### config.mk
export PLATFORM = sky130hd
export DESIGN_NAME = qss_cell
export DESIGN_NICKNAME = d
export VERILOG_FILES = /design/src/sv/qss_pkg.sv /design/src/sv/qss_cell.sv
export SDC_FILE = /design/constraint.sdc
export NUM_CORES = 1
export LEC_CHECK = 0
export BUFFER_PORTS_ARGS = -buffer_cell sky130_fd_sc_hd__clkbuf_2
export CAP_MARGIN = 20
export CORE_MARGIN = 2
export CORE_UTILIZATION = 40
export CTS_CLUSTER_DIAMETER = 60
export DETAILED_ROUTE_END_ITERATION = 8
export GPL_TIMING_DRIVEN = 0
export PLACE_DENSITY = 0.71
export SLEW_MARGIN = 5
export SYNTH_ARGS = -nofsm -noshare
export SYNTH_HDL_FRONTEND = slang
export SYNTH_SLANG_ARGS = --single-unit
export TNS_END_PERCENT = 10
### constraint.sdc
create_clock -name i_clk -period 4.4 [get_ports i_clk]
set_clock_uncertainty 0.15 [all_clocks]
set_input_delay 0.88 -clock i_clk [delete_from_list [all_inputs] [get_ports i_clk]]
set_output_delay 0.88 -clock i_clk [all_outputs]
set_load 0.02 [all_outputs]
### src/sv/qss_pkg.sv
// Shared types and constants for the quicksort sorter.
package qss_pkg;

    localparam int MAX_ELEMENTS = 64;
    localparam int CNT_W        = $clog2(MAX_ELEMENTS + 1);
    localparam int VAL_W        = 32;

    typedef struct packed {
        logic signed [VAL_W-1:0] value;
        logic                    last_item;
    } t_in;

    typedef struct packed {
        logic signed [VAL_W-1:0] sorted_value;
        logic                    last_out;
    } t_out;

    // State one cell shows to its neighbors.
    typedef struct packed {
        logic                    vld;
        logic                    lt;
        logic signed [VAL_W-1:0] val;
    } t_cell;

    localparam t_cell CELL_EMPTY = '{vld: 1'b0, lt: 1'b0, val: '0};

endpackage

### src/sv/qss_cell.sv
// One slot of the sorting chain: inserts from the left, drains to the left.
module qss_cell
    import qss_pkg::*;
(
    input  logic                    i_clk,
    input  logic                    i_rst_n,
    input  logic                    i_ins,
    input  logic                    i_shift,
    input  logic signed [VAL_W-1:0] i_x,
    input  t_cell                   i_left,
    input  t_cell                   i_right,
    output t_cell                   o_cell
);

    logic                    r_vld;
    logic signed [VAL_W-1:0] r_val;
    logic                    n_vld;
    logic signed [VAL_W-1:0] n_val;
    logic                    w_lt;

    // empty slot counts as +inf
    assign w_lt = r_vld ? (i_x < r_val) : 1'b1;

    always_comb begin
        n_vld = r_vld;
        n_val = r_val;
        if (i_ins && w_lt) begin
            if (i_left.lt) begin
                n_vld = i_left.vld;
                n_val = i_left.val;
            end else begin
                n_vld = 1'b1;
                n_val = i_x;
            end
        end else if (i_shift) begin
            n_vld = i_right.vld;
            n_val = i_right.val;
        end
    end

    always_ff @(posedge i_clk) begin
        if (!i_rst_n) begin
            r_vld <= 1'b0;
        end else begin
            r_vld <= n_vld;
        end
        r_val <= n_val;
    end

    assign o_cell = '{vld: r_vld, lt: w_lt, val: r_val};

endmodule

# Word level (Yosys, flattened, before mapping)

Cells that the tools add are included.
W data, S select, Z words.

Register bits: 33
Output and inout bits: 34

$lt $le $gt $ge: 1
Reduce and logical (&&, ||, !) cells: 2
Mux-type cells: 7

Operators with widths:

| kind                | number |
|---|---|
| $mux W32            | 3 |
| $lt A32 B32 Y1      | 1 |
| $mux W1             | 4 |
| $reduce_bool A2 Y1  | 1 |
| $logic_and A1 B1 Y1 | 1 |

# Depth between registers and ports, before layout

Gate-level depths: netlist of run 1.

Depth in word-level cells: 4
Depth in mapped cells: 9
Mapped depth without buffers: 8

# Worst setup path after synthesis of run 1

OpenSTA, ideal clock, no wires.

Path kind: input -> register
From: input port i_x[31]
To: register r_val[0] (enable)
Required time: 3.875 ns
Arrival: 2.932 ns
Slack: 0.943 ns
Stages: 8
Setup time: 0.375 ns
Path through: ha_1 nand4_1 nor4_2 a221oi_2 nand4_1 o221ai_4 buf_12 or2_2

Cells in the longest elaborated chain, start to end: 4

Ends and longest elaborated chain:

| element                      | line           | RTL |
|---|---|---|
| start, declared              | qss_cell.sv:9  | `input logic signed [VAL_W-1:0] i_x,` |
| $lt A32 B32 Y1               | qss_cell.sv:22 | `assign w_lt = r_vld ? (i_x < r_val) : 1'b1;` |
| $mux W1                      | qss_cell.sv:22 |  |
| $logic_and A1 B1 Y1          | qss_cell.sv:27 | `if (i_ins && w_lt) begin` |
| $reduce_bool A2 Y1 (no line) | n/a            |  |
| end signal, assigned         | qss_cell.sv:47 | `r_val <= n_val;` |
| end, declared                | qss_cell.sv:16 | `logic signed [VAL_W-1:0] r_val;` |

Every way passes these cells.
A chain may end at the register's enable or synchronous reset.

# Worst setup path in the final report of run 1

From: input port i_x[31]
To: register r_val[13] (enable)

Same word-level chain as after synthesis.

==> impl_metrics.tcl, run 1 <==
set metrics [dict create \
    hpwl_um 5440 \
    fmax_mhz 267 \
    leakagePower_nw 1.92 \
    slew_headroom 0.437 \
    drc 0 \
    yosysWarningCount 0 \
    synthXorXnorAreaFrac 0 \
    vias 2251 \
    fp.dieH_um 88.1 \
    ys_ff_latch 33 \
    critical_path_arrival_ns 3.51 \
    post_cts_resized 0 \
    hold_violations 0 \
    crit_fanout 32 \
    drv_cap 0 \
    grt_overflow_total 0 \
    final.setup.worst_slack_ns 0.654 \
    postRouteAntennaNets 0 \
    die_w_um 88.1 \
    grt_pass1_vias 2239 \
    muxShareOfSynthArea 0.295 \
    synth_area_leaders "edfxtp_1 (34%), mux2_4 (15%), mux2_2 (14%)" \
    slowest_stage "or2_2" \
    place.port_buffers 135 \
    critPathMostFrequentCell "nand4_1" \
    cts_hold_buf 0 \
    syn_nets 367 \
    hold_class "register to register" \
    fin_nets 509 \
    synth-simple-area-share 0.0562 \
    powerDensity_nw_per_um2 390 \
    post-route-period-util 0.851 \
    cts_max_path_buffers 2 \
    critical_path_class "input port to register" \
    synthAdderAreaFrac 0.137 \
    seq_area_um2 981 \
    cts_buffers 5 \
    synth-compound-area-share 0.0801 \
    multi_input_area_um2 1610 \
    worst_pin_slew_ns 0.845 \
    synth_top_family_by_area "multiplexers" \
    firstDrtPassIters 4 \
    antenna_found_initial 0 \
    avgRoutedWirePerCell_um 14.3 \
    finalSetupViolCount 0 \
    tns_ns 0 \
    htree_levels 2 \
    clkTransAtPathRegs_ns 0.07 \
    status "finished clean" \
    slowest_delay_ns 0.68 \
    fillers 653 \
    syn_to_final_growth_pct 31.3 \
    worst_setup_path_end_kind "register" \
    clk-insertion-delay-late_ns 0.28 \
    wl_um 6750 \
    ys_types 35 \
    grt_pass1_wl_um 10100 \
    avgSynthCellArea_um2 12.2 \
    ir_drop_uv 130 \
    required_ns 4.16 \
    ys_seq_area_frac 0.347 \
    synth_top_area_share 0.340 \
    drt-vias-per-instance 4.78 \
    io_pins 138 \
    worstPathCellList "clkbuf_2 > ha_1 > nand4_1 > nor4_2 > a221oi_2 > nand4_1 > o221ai_4 > buf_12 > or2_2" \
    grt_max_degree 33 \
    period_needed_ns 3.75 \
    ctsRootBufferMaster "clkbuf_8" \
    rsz0062_at_grt "no" \
    cts_setup_buffers 0 \
    grtUsageTotal 0.170 \
    fp.dieArea_um2 7760 \
    netlist_instances 232 \
    clock_sinks 33 \
    synth_top_area_cell "edfxtp_1" \
    gp_congestion 0.793 \
    syn_area_um2 2830 \
    rows 30 \
    report.final.slew_viol_count 0 \
    pre_cts_slack_ns 0.309 \
    drive_above_1_share 0.587 \
    cts_tree "yes" \
    worst_setup_path_start_kind "input port" \
    start_util 0.414 \
    diodes 0 \
    fp.coreArea_um2 6830 \
    drt-initial-drc-count 42 \
]
logic make-up after synthesis:
family | count (synthesis)
buffers and inverters | 44
AO/OA/AOI/OAI | 30
adder cells (fa/ha/maj) | 31
flip-flops | 33
AND/OR/NAND/NOR | 29
multiplexers | 65
synthesized netlist by cell type, drive strengths merged:
cell type,instances
nor4,2
mux2,64
mux2i,1
nor2,3
inv,35
ha,31
o221ai,1
nand2,11
dlygate4sd1,1
dfxtp,1
nor2b,1
a2111o,1
edfxtp,32
a221oi,3
nand2b,1
o211ai,1
a21o,1
a21oi,13
o211a,1
or2,2
dlygate4sd3,2
clkbuf,1
a211o,1
nand3,3
o21ai,6
buf,5
nand4,5
a32oi,1
a22oi,1
or2b,1
placed cells by master, fill, tap and decap left out, types with 2 or more instances in the layout:
cell type        n
nor2_1           3
clkbuf_2       135
or2_2            2
clkbuf_8         6
a21oi_1         12
edfxtp_1        32
inv_1           35
dlygate4sd3_1    2
nand3_1          3
mux2_4          28
buf_4            2
a221oi_2         2
nand4_1          5
clkbuf_1         3
mux2_2          36
nand2_1         11
buf_12           3
ha_1            31
o21ai_0          6
routing by layer:
metal	part of all wire	wire, um	up-vias	global-route usage
met5	0	0	-	0
met4	0.015	102	0	0.0468
met3	0.068	456	10	0.0452
met2	0.49	3340	86	0.311
met1	0.42	2850	1020	0.196
li1	-	-	1135	-
layout make-up:
class / count / area share
buffer: 9 / 0.0290
sequential: 33 / 0.264
tap: 96 / 0.0323
clock buffer: 8 / 0.0243
timing repair buffer: 135 / 0.182
multi-input combinational: 155 / 0.433
inverter: 35 / 0.0354
per-stage QoR:
stage | hold WS [ns] | util | instance area [um2] | power (W) | std cells
3_5_place_dp | 0.574 | 0.531 | 3620 | 0.00122 | 463
3_3_place_gp | 0.572 | 0.531 | 3620 | 0.00120 | 463
5_1_grt | 0.629 | 0.544 | 3710 | 0.00155 | 471
2_1_floorplan | 0.534 | - | 2830 | 0.00101 | 232
6_report | 0.580 | 0.544 | 3710 | 0.00145 | 471
4_1_cts | 0.585 | 0.544 | 3710 | 0.00147 | 471
sequential cells by signal, indices dropped and copies added (netlist names):
signal,count
r_vld,1
r_val,32
power breakdown:
part / leakage [nW] / switching [W] / total [W] / internal, W
combinational: 1.54 / 0.000370 / 0.000711 / 0.000340
sequential: 0.334 / 0.0000423 / 0.000494 / 0.000452
clock: 0.0455 / 0.000116 / 0.000243 / 0.000128
total: 1.92 / 0.000528 / 0.00145 / 0.000920
critical path: cells and delay by family:
| kind | cells | cell delay (ns) |
|---|---|---|
| and+or+nand+nor | 4 | 1.15 |
| buffers and inverters | 2 | 0.31 |
| AOI/OAI and AO/OA | 2 | 0.76 |
| adders and majority gates | 1 | 0.39 |
worst paths after layout:
kind	startpoint	to	slack [ns]	depth (start not counted)
worst min-delay path	r_vld	r_vld	0.58	2
worst max register to register	r_val[17]	r_val[13]	0.97	9
worst min register to register	r_vld	r_vld	0.58	2
worst max-delay path	i_x[31]	r_val[13]	0.65	9
No activity file was read; power rests on OpenSTA's default activity.
==> run 2: changes to the inputs <==
--- a/config.mk
+++ b/config.mk
@@ -10,9 +10,10 @@
 export CORE_MARGIN = 2
 export CORE_UTILIZATION = 40
 export CTS_CLUSTER_DIAMETER = 60
+export CTS_CLUSTER_SIZE = 16
 export DETAILED_ROUTE_END_ITERATION = 8
 export GPL_TIMING_DRIVEN = 0
-export PLACE_DENSITY = 0.71
+export PLACE_DENSITY_LB_ADDON = 0.1
 export SLEW_MARGIN = 5
 export SYNTH_ARGS = -nofsm -noshare
 export SYNTH_HDL_FRONTEND = slang
==> run 2 against run 1 <==
- power shrank 1.3%
- non-clock buffer count is the same
- global-route usage grew 0.072 points
- combinational power shrank 0.7%
- via count shrank 1.8%
- die area is the same
- clock power shrank 5%
- routed wire length shrank 5.9%
==> impl_metrics.tcl, run 2 (synthesized netlist as in run 1, its figures left out) <==
set metrics [dict create \
    status "finished clean" \
    largestRegisters "r_val: 32 flops, r_vld: 1 flops" \
    grt_pass1_vias 2244 \
    period_needed_ns 3.75 \
    crit_fanout 32 \
    place.port_buffers 135 \
    worstPathCellList "clkbuf_2 > ha_1 > a21oi_1 > o21ai_0 > a221oi_1 > a21oi_2 > o221ai_4 > buf_12 > or2_2" \
    grt_overflow_total 0 \
    final_area_um2 3700 \
    clk-insertion-delay-late_ns 0.29 \
    hold_class "register to register" \
    powerDensity_nw_per_um2 386 \
    leakagePower_nw 1.92 \
    grtUsageTotal 0.171 \
    mostFrequentLayoutCell "clkbuf_2" \
    tns_ns 0 \
    slowest_delay_ns 0.67 \
    reg2reg_from "r_val[11]" \
    place_area_um2 3620 \
    ctsRootBufferMaster "clkbuf_8" \
    syn_to_final_growth_pct 31.0 \
    reg2reg_slack_ns 0.96 \
    drv_cap 0 \
    hold_violations 0 \
    finalSetupViolCount 0 \
    drive_above_1_share 0.584 \
    grt_max_degree 33 \
    hold_path_end "r_vld" \
    drt-vias-per-instance 4.69 \
    ir_drop_uv 166 \
    largest_register_ffs 32 \
    cts_buffers 5 \
    slowest_stage "or2_2" \
    cts_max_path_buffers 2 \
    postRouteAntennaNets 0 \
    min_path_cells 2 \
    hold_start "r_vld" \
    io_pins 138 \
    top_register "r_val" \
    slew_headroom 0.446 \
    fmax_mhz 267 \
    fp.dieH_um 88.1 \
    diodes 0 \
    worst_pin_slew_ns 0.831 \
    post-route-period-util 0.852 \
    r2r_cells 9 \
    rsz0062_at_grt "no" \
    clkTransAtPathRegs_ns 0.07 \
    timing.rr.end "r_val[1]" \
    antenna_found_initial 0 \
    vias 2211 \
    die_w_um 88.1 \
    firstDrtPassIters 4 \
    required_ns 4.17 \
    start_util 0.414 \
    cts_tree "yes" \
    avgRoutedWirePerCell_um 13.5 \
    critical_path_class "input port to register" \
    worst_setup_path_end_kind "register" \
    report.final.slew_viol_count 0 \
    cts_setup_buffers 0 \
    clock_sinks 33 \
    drc 0 \
    fp.coreArea_um2 6830 \
    critical-path-top-delay-family "compound AO/OA/AOI/OAI gates" \
    htree_levels 2 \
    post_cts_resized 0 \
    gp_congestion 0.750 \
    p_total_w 0.00143 \
    drt-initial-drc-count 30 \
    rows 30 \
    cts_hold_buf 0 \
    crit_buf_inv 2 \
    critical_path_arrival_ns 3.51 \
    wl_um 6360 \
    fp.dieArea_um2 7760 \
    worst_setup_path_start_kind "input port" \
    grt_pass1_wl_um 10100 \
    hpwl_um 5140 \
    final_cell_mix "clkbuf_2 (135), mux2_2 (36), inv_1 (35)" \
    fin_nets 509 \
]
## run 2: cell counts in the layout (fill, tap and decap cells not counted)
Identical to the previous run, type by type.
## run 2: metrics by stage
| stage | std cells | utilization | setup WS, ns | hold slack, ns |
|---|---|---|---|---|
| 3_5_place_dp | 463 | 0.531 | 0.194 | 0.585 |
| 6_report | 471 | 0.542 | 0.652 | 0.596 |
| 3_3_place_gp | 463 | 0.531 | 0.212 | 0.582 |
| 5_1_grt | 471 | 0.542 | 0.389 | 0.643 |
| 4_1_cts | 471 | 0.542 | 0.494 | 0.596 |
| 2_1_floorplan | 232 | - | 0.943 | 0.534 |
## run 2: power by group
part	switching, W	internal (W)	total, W
sequential	0.0000403	0.000451	0.000492
clock	0.000118	0.000113	0.000231
combinational	0.000366	0.000340	0.000706
## run 2: worst max path at each step
stage                       start   endpoint  slack [ns]  cells past startpoint
after detailed placement  i_x[11]  r_val[13]        0.19                      9
final                     i_x[11]   r_val[1]        0.65                      9
after global routing      i_x[11]  r_val[16]        0.39                      9
after floorplan           i_x[31]   r_val[0]        0.94                      8
after CTS                 i_x[11]  r_val[13]        0.49                      9
after global placement    i_x[11]  r_val[29]        0.21                      9
## run 2: final cells by class
type	count	area (um2)
Tap cell	96	120
Timing Repair Buffer	135	676
Clock buffer	8	80.1
Inverter	35	131
Fill cell	651	3130
Buffer	9	108
Multi-Input combinational cell	155	1610
Sequential cell	33	981
## run 2: metal layers
metal | vias up | track usage | part of all wire
li1 | 1134 | - | -
met1 | 995 | 0.199 | 0.42
met2 | 77 | 0.308 | 0.49
met3 | 5 | 0.0490 | 0.078
met4 | 0 | 0.0455 | 0.010
met5 | - | 0 | 0
## run 2: worst register-to-register path, cell delays in order (launching register included)
cell and delay [ns]:
edfxtp_1 0.39, inv_1 0.07, ha_1 0.24, a21oi_1 0.15
o21ai_0 0.14, a221oi_1 0.45, a21oi_2 0.16, o221ai_4 0.43
buf_12 0.21, or2_2 0.67
==> run 3: changes to the inputs <==
==> constraint.sdc (replaced) <==
create_clock -name i_clk -period 3.2 [get_ports i_clk]
set_clock_uncertainty 0.15 [all_clocks]
set_input_delay 0.64 -clock i_clk [delete_from_list [all_inputs] [get_ports i_clk]]
set_output_delay 0.64 -clock i_clk [all_outputs]
set_load 0.02 [all_outputs]
==> run 3 against run 2 <==
- sequential share of layout area down 0.36 points
- final area increased by 1.4%
- utilization up 0.75 points
- non-clock buffer count increased by 2
- routed wire length up 3.2%
- hold slack lost 0.19 ns
- first-iteration DRC count increased by 90%
- critical path depth stayed put
- highest routed layer unchanged
==> impl_metrics.tcl, run 3 (synthesized netlist as in run 1, its figures left out) <==
set metrics [dict create \
    status "finished clean" \
    htree_levels 2 \
    p_int_w 0.00126 \
    report.final.slew_viol_count 0 \
    hpwl_um 5160 \
    grtUsageTotal 0.165 \
    met3_usage 0.0405 \
    post-route-period-util 0.961 \
    critical_path_arrival_ns 2.28 \
    p_comb_frac 0.505 \
    slowest_stage "a221oi_2" \
    place_area_um2 3630 \
    drc 0 \
    die_w_um 88.1 \
    largestRegisters "r_val: 32 flops, r_vld: 1 flops" \
    ctsRootBufferMaster "clkbuf_8" \
    postLayoutCoreUtil 0.550 \
    top_register "r_val" \
    use_met2 0.287 \
    drv_cap 0 \
    wl_um 6560 \
    syn_to_final_growth_pct 32.8 \
    fillers 643 \
    critical_path_class "input port to primary output" \
    required_ns 2.41 \
    final_area_um2 3760 \
    fp.coreArea_um2 6830 \
    place.port_buffers 135 \
    vias 2252 \
    cts_max_path_buffers 2 \
    cts_buffers 5 \
    start_util 0.414 \
    avgRoutedWirePerCell_um 13.8 \
    largest_register_ffs 32 \
    pre_cts_slack_ns -0.482 \
    drive_above_1_share 0.599 \
    gp_congestion 0.768 \
    rows 30 \
    worst_pin_slew_ns 0.531 \
    fmax_mhz 325 \
    clock_sinks 33 \
    ir_drop_uv 258 \
    worst_setup_path_start_kind "input port" \
    worst_setup_path_end_kind "primary output" \
    finalSetupViolCount 0 \
    hold_class "input port to register" \
    cts_tree "yes" \
    mostFrequentLayoutCell "clkbuf_2" \
    critPathMostFrequentCell "clkbuf_2" \
    clk-insertion-delay-late_ns 0.28 \
    fp.dieArea_um2 7760 \
    crit_buf_inv 3 \
    slew_headroom 0.646 \
    grt_pass1_vias 2179 \
    power.switching_w 0.000729 \
    use_met1 0.201 \
    postRouteAntennaNets 0 \
    grt_overflow_total 0 \
    grt_pass1_wl_um 9820 \
    grt_max_degree 17 \
    leakagePower_nw 1.94 \
    fp.dieH_um 88.1 \
    antenna_found_initial 0 \
    firstDrtPassIters 4 \
    final_cells 475 \
    hold_violations 0 \
    period_needed_ns 3.07 \
    critical-path-top-delay-family "compound AO/OA/AOI/OAI gates" \
    rsz0062_at_grt "yes" \
    crit_fanout 3 \
    final.setup.worst_slack_ns 0.125 \
    clkTransAtPathRegs_ns 0.07 \
    diodes 0 \
    clkPwrFrac 0.155 \
    worstPathCellList "clkbuf_2 > ha_1 > a21oi_1 > o21ai_0 > a221oi_2 > a21oi_2 > o211ai_1 > buf_4 > clkbuf_2" \
    final_cell_mix "clkbuf_2 (135), mux2_2 (36), inv_1 (35)" \
    fin_nets 513 \
    drt-initial-drc-count 57 \
    powerDensity_nw_per_um2 529 \
    io_pins 138 \
    drt-vias-per-instance 4.74 \
    dp_cells 463 \
    gr-max-usage-layer "met2" \
    seq_power_share 0.340 \
    slowest_delay_ns 0.36 \
    switching_share 0.367 \
]
run 3: cell count changes in the layout (fill, tap and decap cells not counted):
| cell | delta |
|---|---|
| ha_2 | +1 |
| or2_4 | +2 |
| ha_1 | -1 |
| nor4_2 | +1 |
| a221oi_2 | +1 |
| nor4_1 | -1 |
| a21oi_1 | -1 |
| buf_4 | +2 |
| a21oi_2 | +1 |
| a221oi_1 | -1 |
run 3: power groups by stage:
stage | clock [W] | sequential [W] | combinational, W
after floorplan | 0 | 0.000815 | 0.000575
after global placement | 0 | 0.000681 | 0.000983
after detailed placement | 0 | 0.000686 | 0.000988
after CTS | 0.000318 | 0.000676 | 0.00100
after global routing | 0.000334 | 0.000689 | 0.00111
final | 0.000308 | 0.000676 | 0.00100
run 3: through the flow:
| step | power (W) | hold WS [ns] | setup TNS [ns] |
|---|---|---|---|
| after global placement | 0.00166 | 0.577 | -24.16 |
| after floorplan | 0.00139 | 0.534 | 0 |
| after CTS | 0.00200 | 0.408 | 0 |
| after detailed placement | 0.00167 | 0.575 | -21.22 |
| after global routing | 0.00213 | 0.426 | -0.0713 |
| final | 0.00199 | 0.410 | 0 |
run 3: what timing repair did:
action	4_1_cts	5_1_grt
gates resized for setup	2	3
hold endpoints to repair	0	0
buffers inserted	0	2
endpoints found under the setup margin	33	33
pin swaps	1	5
gates cloned	1	1
hold buffers	0	0
run 3: final timing paths:
kind              startpoint    endpoint  slack (ns)  depth (start not counted)
setup reg to reg    r_val[2]    r_val[8]        0.23                         10
hold / removal       i_rst_n       r_vld        0.41                          3
hold reg to reg        r_vld       r_vld        0.58                          2
setup / recovery     i_x[11]  o_cell[32]        0.13                          9
run 3: per-layer routing:
layer	vias to the layer above	share of wire
met2	79	0.49
li1	1145	-
met4	0	0.016
met1	1019	0.43
met3	9	0.064
met5	-	0
run 3: worst min-delay path: stages:
cell and delay, ns:
clkbuf_2 0.08, inv_1 0.05, a221oi_2 0.03
run 3: layout make-up:
type,count,area (um2),share of cell area
repair buffers,137,691,0.184
clock buffers,8,80.1,0.0213
plain buffers,9,108,0.0286
multi-input cells,157,1650,0.438
well taps,96,120,0.0320
flip-flops and latches,33,981,0.261
inverters,35,131,0.0350
